[config.mk]
export PLATFORM = sky130hd
export DESIGN_NAME = sorted_priority_queue_table
export DESIGN_NICKNAME = d
export VERILOG_FILES = /design/src/hdl/spq_pkg.sv /design/src/hdl/spq_cell.sv /design/src/hdl/sorted_priority_queue_table.sv
export SDC_FILE = /design/constraint.sdc
export NUM_CORES = 1
export LEC_CHECK = 0
export BUFFER_PORTS_ARGS = -buffer_cell sky130_fd_sc_hd__buf_2
export CORE_UTILIZATION = 49
export DETAILED_ROUTE_END_ITERATION = 12
export PLACE_DENSITY = 0.72
export SLEW_MARGIN = 0
export SYNTH_ARGS = -nofsm -noshare
export SYNTH_HDL_FRONTEND = slang
export SYNTH_SLANG_ARGS = --single-unit
[constraint.sdc]
create_clock -name i_clk -period 6.1 [get_ports i_clk]
set_clock_uncertainty 0.05 [all_clocks]
set_input_delay 1.22 -clock i_clk [delete_from_list [all_inputs] [get_ports i_clk]]
set_output_delay 1.22 -clock i_clk [all_outputs]
set_load 0.01 [all_outputs]
[src/hdl/spq_pkg.sv]
// Shared types and codes for the sorted priority queue.
package spq_pkg;

    typedef enum logic [1:0] {
        MODE_INSERT = 2'd0,
        MODE_DELETE = 2'd1,
        MODE_POP    = 2'd2
    } t_mode;

    typedef enum logic [2:0] {
        CMP_EQ = 3'd0,
        CMP_GE = 3'd1,
        CMP_LE = 3'd2,
        CMP_NE = 3'd3,
        CMP_GT = 3'd4,
        CMP_LT = 3'd5
    } t_cmp_op;

    typedef enum logic [1:0] {
        ST_DONE    = 2'd0,
        ST_NOMATCH = 2'd1,
        ST_EMPTY   = 2'd2,
        ST_FULL    = 2'd3
    } t_status;

    // Command broadcast to every cell in the row
    typedef struct packed {
        logic    ins_en;
        logic    del_en;
        logic    is_pop;
        t_cmp_op op;
    } t_cmd;

    // Flags handed from one cell to the next one toward the back
    typedef struct packed {
        logic after;  // cell sits at or past the insert point
        logic hit;    // this cell or one in front of it matched the delete test
    } t_link;

endpackage

[src/hdl/spq_cell.sv]
// One slot of the sorted queue: holds an entry, compares, shifts left or right.
module spq_cell #(
    parameter int PRIORITY_BITS = 8
) (
    input  logic                     i_clk,
    input  spq_pkg::t_cmd            i_cmd,
    input  logic [PRIORITY_BITS-1:0] i_value,
    input  logic                     i_occupied,
    input  logic                     i_front,
    input  spq_pkg::t_link           i_left_link,
    input  logic [PRIORITY_BITS-1:0] i_left_entry,
    input  logic [PRIORITY_BITS-1:0] i_right_entry,
    input  logic [PRIORITY_BITS-1:0] i_removed_acc,
    output spq_pkg::t_link           o_link,
    output logic [PRIORITY_BITS-1:0] o_entry,
    output logic [PRIORITY_BITS-1:0] o_removed_acc
);
    import spq_pkg::*;

    logic [PRIORITY_BITS-1:0] r_entry;
    logic [PRIORITY_BITS-1:0] n_entry;
    logic                     test_pass;
    logic                     match;
    logic                     first;

    always_comb begin
        unique case (i_cmd.op)
            CMP_EQ:  test_pass = (r_entry == i_value);
            CMP_GE:  test_pass = (r_entry >= i_value);
            CMP_LE:  test_pass = (r_entry <= i_value);
            CMP_NE:  test_pass = (r_entry != i_value);
            CMP_GT:  test_pass = (r_entry >  i_value);
            CMP_LT:  test_pass = (r_entry <  i_value);
            default: test_pass = 1'b0;
        endcase
    end

    assign match        = i_occupied & (i_cmd.is_pop ? i_front : test_pass);
    assign first        = match & ~i_left_link.hit;
    assign o_link.hit   = i_left_link.hit | match;
    assign o_link.after = ~i_occupied | (r_entry > i_value);
    assign o_entry      = r_entry;
    assign o_removed_acc = i_removed_acc | (first ? r_entry : '0);

    always_comb begin
        n_entry = r_entry;
        if (i_cmd.ins_en && o_link.after) begin
            n_entry = i_left_link.after ? i_left_entry : i_value;
        end else if (i_cmd.del_en && o_link.hit) begin
            n_entry = i_right_entry;
        end
    end

    always_ff @(posedge i_clk) begin
        r_entry <= n_entry;
    end

endmodule

[src/hdl/sorted_priority_queue_table.sv]
// An accepted transfer's result and count are registered; all cells compare and shift
// together. Throughput: one item per cycle while o_in_ready is high.
// The critical path is the hit and removed-value chain along the row of DEPTH cells.
// Reset clears the entry count and the output valid; cell contents stay as they
// are and are only read below the count, so no clearing pass is needed.
module sorted_priority_queue_table #(
    parameter int DEPTH         = 16,
    parameter int PRIORITY_BITS = 8
) (
    input  logic                             i_clk,
    input  logic                             i_rst_n,
    input  logic                             i_in_valid,
    output logic                             o_in_ready,
    input  logic [1:0]                       i_mode,
    input  logic [PRIORITY_BITS-1:0]         i_priority_value,
    input  logic [2:0]                       i_compare_op,
    output logic                             o_out_valid,
    input  logic                             i_out_ready,
    output logic [1:0]                       o_status,
    output logic [PRIORITY_BITS-1:0]         o_removed_priority,
    output logic [$clog2(DEPTH+1)-1:0]       o_entry_count
);
    import spq_pkg::*;

    localparam int COUNT_W = $clog2(DEPTH + 1);

    // Handshake and output register
    logic                     accept;
    logic                     r_out_valid;
    t_status                  r_status;
    t_status                  n_status;
    logic [PRIORITY_BITS-1:0] r_removed;
    logic [PRIORITY_BITS-1:0] n_removed;
    logic [COUNT_W-1:0]       r_count;
    logic [COUNT_W-1:0]       n_count;

    // Cell row
    t_cmd                     cmd;
    t_link                    link      [DEPTH];
    logic [PRIORITY_BITS-1:0] entry     [DEPTH];
    logic [PRIORITY_BITS-1:0] acc       [DEPTH];
    logic                     full;
    logic                     empty;
    logic                     any_hit;
    t_mode                    mode;

    // A new transfer is taken whenever the output slot is free or being drained
    assign o_in_ready = ~r_out_valid | i_out_ready;
    assign accept     = i_in_valid & o_in_ready;

    assign mode  = t_mode'(i_mode);
    assign full  = (r_count == COUNT_W'(DEPTH));
    assign empty = (r_count == '0);

    assign cmd.ins_en = accept & (mode == MODE_INSERT) & ~full;
    assign cmd.del_en = accept & ((mode == MODE_DELETE) | (mode == MODE_POP)) & ~empty;
    assign cmd.is_pop = (mode == MODE_POP);
    assign cmd.op     = t_cmp_op'(i_compare_op);

    genvar gi;
    generate
        for (gi = 0; gi < DEPTH; gi++) begin : g_cell
            t_link                    left_link;
            logic [PRIORITY_BITS-1:0] left_entry;
            logic [PRIORITY_BITS-1:0] right_entry;
            logic [PRIORITY_BITS-1:0] acc_in;

            if (gi == 0) begin : g_front
                assign left_link  = '0;
                assign left_entry = i_priority_value;
                assign acc_in     = '0;
            end else begin : g_inner
                assign left_link  = link[gi-1];
                assign left_entry = entry[gi-1];
                assign acc_in     = acc[gi-1];
            end

            // The back cell refills with its own value; it sits past the count anyway
            if (gi == DEPTH - 1) begin : g_back
                assign right_entry = entry[gi];
            end else begin : g_mid
                assign right_entry = entry[gi+1];
            end

            spq_cell #(
                .PRIORITY_BITS(PRIORITY_BITS)
            ) u_cell (
                .i_clk        (i_clk),
                .i_cmd        (cmd),
                .i_value      (i_priority_value),
                .i_occupied   (COUNT_W'(gi) < r_count),
                .i_front      (gi == 0),
                .i_left_link  (left_link),
                .i_left_entry (left_entry),
                .i_right_entry(right_entry),
                .i_removed_acc(acc_in),
                .o_link       (link[gi]),
                .o_entry      (entry[gi]),
                .o_removed_acc(acc[gi])
            );
        end
    endgenerate

    assign any_hit = link[DEPTH-1].hit;

    // Result and count update for the item being taken
    always_comb begin
        n_status  = ST_DONE;
        n_removed = '0;
        n_count   = r_count;
        unique case (1'b1)
            mode == MODE_INSERT: begin
                if (full) begin
                    n_status = ST_FULL;
                end else begin
                    n_count = r_count + COUNT_W'(1);
                end
            end
            (mode == MODE_DELETE) || (mode == MODE_POP): begin
                if (empty) begin
                    n_status = ST_EMPTY;
                end else if (any_hit) begin
                    n_removed = acc[DEPTH-1];
                    n_count   = r_count - COUNT_W'(1);
                end else begin
                    n_status = ST_NOMATCH;
                end
            end
            default: begin
                n_status = ST_DONE;
            end
        endcase
    end

    always_ff @(posedge i_clk) begin
        if (!i_rst_n) begin
            r_out_valid <= 1'b0;
            r_count     <= '0;
        end else begin
            if (accept) begin
                r_out_valid <= 1'b1;
                r_count     <= n_count;
            end else if (i_out_ready) begin
                r_out_valid <= 1'b0;
            end
        end
    end

    always_ff @(posedge i_clk) begin
        if (accept) begin
            r_status  <= n_status;
            r_removed <= n_removed;
        end
    end

    assign o_out_valid        = r_out_valid;
    assign o_status           = r_status;
    assign o_removed_priority = r_removed;
    // Count only moves on a new transfer, which also replaces the pending result
    assign o_entry_count      = r_count;

endmodule
# Word-level counts from Yosys, hierarchy flattened
# Cells that the tools add are included.
# totals
output_inout_bits	17
regBits	144
wordCells	422
input_bits	17
# op_classes
bitwise	120
n_reduce_logical	54
order_cmp	80
eq_ne	43
addsub	2
mux	103
# ops
op	count
two-way mux 8 bit	61
== test 8 bit	16
>= comparator 8 bit	16
greater-than comparator 8 bit	16
less-or-equal comparator 8 bit	16
< comparator 8 bit	16
inequality test 8 bit	16
bitwise OR 8 bit	15
one-hot mux 1 bit (6 select lines)	16
< comparator 4 x 5 -> 1 bit (first input constant)	8
bitwise AND 1 bit	36
inverter 1 bit	36
nonzero test 2 bit	17
bitwise OR 1 bit	33
logical AND 1 bit	31
< comparator 3 x 5 -> 1 bit (first input constant)	4
two-way mux 1 bit	19
two-way mux 5 bit	3
< comparator 1 x 5 -> 1 bit (first input constant)	2
< comparator 2 x 5 -> 1 bit (first input constant)	2
one-hot mux 5 bit (2 select lines)	1
== test 3 x 2 -> 1 bit (second input constant)	2
== test 3 bit (second input constant)	2
inequality test 2 bit (second input constant)	3
other kinds (14)	15

# Longest topological paths before layout
# depth
depth_word	22
depth_mapped	15

# Cells and area by module
# From an unflattened synthesis, not the netlist that was laid out.
# unflattened
cells_unflattened	1534
area_unflattened_um2	14496.4
# by_module_without_submodules
mod	n_inst	cells_each	seq_area_each_um2	area_each_um2
spq_cell	16	89	240.2	839.6
sorted_priority_queue_table	1	110	420.4	1063.5

# Worst setup path after synthesis
# No wires, ideal clock.
# synth_timing
kind	input to register
from	input i_priority_value[1]
to	register g_cell[12].u_cell.r_entry[0], enable pin
setup_slack_ns	0.895
setup_ns	0.314
t_arrival_ns	4.841
stages	14
cell_sequence	clkbuf_1 > clkinv_1 > ha_1 > nor2b_1 > o211ai_1 > a21o_1 > a31o_2 > o21ai_1 > o2111ai_4 > or3_4 > buf_6 > or3_1 > nor3_1 > o21ai_1
# synth_between
elab_chain_cells	18
elab_cells_between_ends	133
# synth_rtl
element	line_no	source
start: declaration	sorted_priority_queue_table.sv:15	input logic [PRIORITY_BITS-1:0] i_priority_value,
< comparator 8 bit (tied with other cells)	spq_cell.sv:33	CMP_LT: test_pass = (r_entry < i_value);
one-hot mux 1 bit (6 select lines)	spq_cell.sv:27	unique case (i_cmd.op)
two-way mux 1 bit	spq_cell.sv:38	assign match = i_occupied & (i_cmd.is_pop ? i_front : test_pass);
bitwise AND 1 bit	spq_cell.sv:38	
bitwise OR 1 bit (12 in a row)	spq_cell.sv:40	assign o_link.hit = i_left_link.hit | match;
logical AND 1 bit	spq_cell.sv:49	end else if (i_cmd.del_en && o_link.hit) begin
nonzero test 2 bit (no line) *	n/a	
end signal: assignment	spq_cell.sv:55	r_entry <= n_entry;
end: declaration	spq_cell.sv:20	logic [PRIORITY_BITS-1:0] r_entry;
# Every way passes the cells marked *; elsewhere a longest branch is shown, timed or not.
# A chain may end at the register's enable or synchronous reset.

# Worst setup path in the final report
# layout_timing
from	input i_priority_value[1]
to	register g_cell[7].u_cell.r_entry[3], enable pin
# layout_between
elab_chain_cells	13
elab_cells_between_ends	83
# layout_rtl
element	line_no
< comparator 8 bit (tied with other cells)	spq_cell.sv:33
one-hot mux 1 bit (6 select lines)	spq_cell.sv:27
two-way mux 1 bit	spq_cell.sv:38
bitwise AND 1 bit	spq_cell.sv:38
bitwise OR 1 bit (7 in a row)	spq_cell.sv:40
logical AND 1 bit	spq_cell.sv:49
nonzero test 2 bit (no line) *	n/a
end signal: assignment	spq_cell.sv:55
end: declaration	spq_cell.sv:20
# Marked as above.

==> metrics.txt <==
status finished, final reports clean; synth top area cells edfxtp_1 (32%), ha_1 (13%), a21oi_1 (6.6%), mux2i_1 (5.1%), nor2_1 (4.9%); Critical Path RT 6100 ps; vias in the first global route 11300; Max Cap Viol 0; number of synthesized flops with an enable pin 138; reg-to-reg endpoint g_cell[12].u_cell.o_entry[2]$_DFFE_PP_; # rows 58; grt peak-use layer met2; CTS Buf Count 17; DRC viols 0; DIE WIDTH 164 um; FF+latch count, synth 144; clock latency on the worst-skew pair 440 ps; met3 Track Usage GR 0.0697; Yosys top cell by area edfxtp_1; final design utilization 0.556; Worst R2R Setup Slack 1970 ps; DR vias 12500; crit path cell chain buf_2 -> clkinv_1 -> buf_4 -> ha_1 -> and3_1 -> a221oi_1 -> o21bai_1 -> mux2i_1 -> a211o_1 -> and2_1 -> nand2_2 -> nor3_1 -> o21ai_0; gr usage total 0.351; worst hold path stage count 2; Clock power frac 0.370; worst hold endpoint o_out_valid$_SDFFE_PN0P_; HP Class reg2reg; Worst Setup Start Kind primary input; die footprint 26800 um^2; combinational fraction of design power 0.217; Sequential Power Share 0.413; reg2reg path depth 11; vias per cell 6.77; Power, Total 0.00292 W; first-pass GRT wire length 69.2 mm; Hold Fails Final Rpt 0; Setup CP Type in2reg; syn_nets 1616; Hold-fix buffers, CTS 0; met1 GRT Util 0.491; total gr overflow 0; RSZ-0062 raised after global routing no; Post-synth top flop edfxtp_1; Clk pin slew, worst setup/hold paths 70 ps; register area share after synthesis 0.332; Warnings, synthesis 0; Final Non-Filler Cells 1843; GP Congestion 0.989; CP top delay family compound AO/OA/AOI/OAI gates; CTS tree built; antenna violations before repair 2; # clock sinks 144; Internal Power 0.00197 W; HP Start o_out_valid$_SDFFE_PN0P_; Layout area overhead 9.98%; Root Buffer clkbuf_16; Switch Pwr 0.000949 W; Slew Limit Fails 0; Crit. End Element register; sw frac 0.325; power density over the cells 207 nW/um^2; area fraction of the dominant cell type after synthesis 0.323; CP Buf/Inv Count 3; total negative setup slack 0 ps; worst-margin pin slew 1220 ps; Tmin final 5130 ps; syn_area_per_cell 8.76 um^2; Bufs on Longest Clock Path 2; initial core utilization 0.505; DR WL/cell 25.4 um; CP arrival 5130 ps; Post-CTS Resized 0; dpl cells 1810; largest net degree at the start of global routing 25; Mapped Cells 1465; Port Buffers 33; Async SR Flop Fraction 0; R2R Path Start g_cell[0].u_cell.o_entry[5]$_DFFE_PP_; relative max-transition margin 0.178; worst-path fanout max 12; fmax 0.195 GHz; Initial DRT Pass Iterations 7; layout cells sized above 1 0.117; Final ANT Viol Nets 0; Leakage Power 5.52 nW; top cells by count, synth a21oi_1 (168), nor2_1 (166), nand2_1 (146), edfxtp_1 (138), ha_1 (134); HPWL after DPL 35.0 mm; Core ar. 25400 um^2; Setup-failing EPs final 0; Worst path slowest cell o21ai_0; Netlist Area Pre-Place 12800 um^2; final period utilization 0.842; DR iter-0 viols 1524; final net count 1650; Detailed Route WL 46.8 mm; H-tree levels 4; count of cell types in the netlist 85; most common cell in the netlist a21oi_1; Filler Cell Count 2339; die height 164 um; GR Layer Usage met2 0.512; total I/O pin count 34; maximum VDD drop 151 uV; Crit path largest cell delay 900 ps; setup repair bufs after CTS 0
[sequential cells by signal, summed over array words and instances (netlist names)]
signal / count
g_cell.u_cell.o_entry: 128
o_removed_priority: 8
o_out_valid: 1
o_entry_count: 5
o_status: 2
[power by group through the flow]
stage | logic (W) | clock network, W | registers, W
finish | 0.000634 | 0.00108 | 0.00121
global placement | 0.000596 | 0 | 0.00123
global route | 0.000688 | 0.00112 | 0.00121
CTS | 0.000616 | 0.00108 | 0.00120
detailed placement | 0.000612 | 0 | 0.00123
floorplan | 0.000423 | 0 | 0.00119
[worst max-delay path by stage]
stage	from	end	slack, ps	cells past startpoint
2_1_floorplan	i_priority_value[1]	g_cell[12].u_cell.o_entry[0]$_DFFE_PP_	900	14
3_3_place_gp	i_priority_value[1]	g_cell[7].u_cell.o_entry[4]$_DFFE_PP_	690	13
3_5_place_dp	i_priority_value[1]	g_cell[7].u_cell.o_entry[4]$_DFFE_PP_	640	13
4_1_cts	i_priority_value[1]	g_cell[7].u_cell.o_entry[4]$_DFFE_PP_	1090	13
5_1_grt	i_priority_value[1]	g_cell[7].u_cell.o_entry[3]$_DFFE_PP_	800	13
6_report	i_priority_value[1]	g_cell[7].u_cell.o_entry[3]$_DFFE_PP_	970	13
[layer usage]
layer / part of all wire / up-vias
met3: 0.11 / 139
li1: - / 5652
met4: 0.050 / 0
met2: 0.42 / 832
met5: 0 / -
met1: 0.42 / 5862
[placed cells by master, fill, tap and decap left out, types with 19 or more instances in the layout]
cell / n
inv_1: 41
o211ai_1: 19
mux2i_1: 65
ha_1: 134
a21oi_1: 168
o21ai_0: 100
buf_2: 33
nor2_1: 166
nand4_1: 37
buf_4: 55
nand2_1: 146
nand3_1: 25
edfxtp_1: 138
[worst reg2reg max path, stage by stage, from the launching register on]
cell	delay, ps
edfxtp_1	490
ha_1	340
a21oi_1	140
nor2_1	70
a211oi_1	570
a21oi_1	180
o21ai_1	330
o2111ai_4	260
or3_4	570
or3_1	430
nor3_1	160
o21ai_1	230
[through the flow]
stage	hold slack [ps]	worst slack (ps)	instance area, um^2
2_1_floorplan	472	895	12800
3_3_place_gp	448	689	13500
3_5_place_dp	470	644	13500
4_1_cts	482	1090	14100
5_1_grt	513	805	14100
6_report	474	966	14100
[area by class of cell]
cell class / count / area [um^2] / area share
Sequential cell: 144 / 4260 / 0.302
Tap cell: 330 / 413 / 0.0293
Clock inverter: 13 / 150 / 0.0106
Clock buffer: 19 / 433 / 0.0307
Multi-Input combinational cell: 1196 / 8040 / 0.570
Antenna cell: 1 / 2.50 / 0.000177
Inverter: 50 / 188 / 0.0133
Timing Repair Buffer: 90 / 618 / 0.0438
[logic make-up after synthesis]
| family | synth area share |
|---|---|
| AOI/OAI and AO/OA | 0.244 |
| xor gates and xnor gates | 0.00137 |
| adders and majority gates | 0.131 |
| buffers and inverters | 0.0409 |
| DFF | 0.332 |
| muxes | 0.0647 |
| and+or+nand+nor | 0.186 |
No activity file was read; power rests on OpenSTA's default activity.
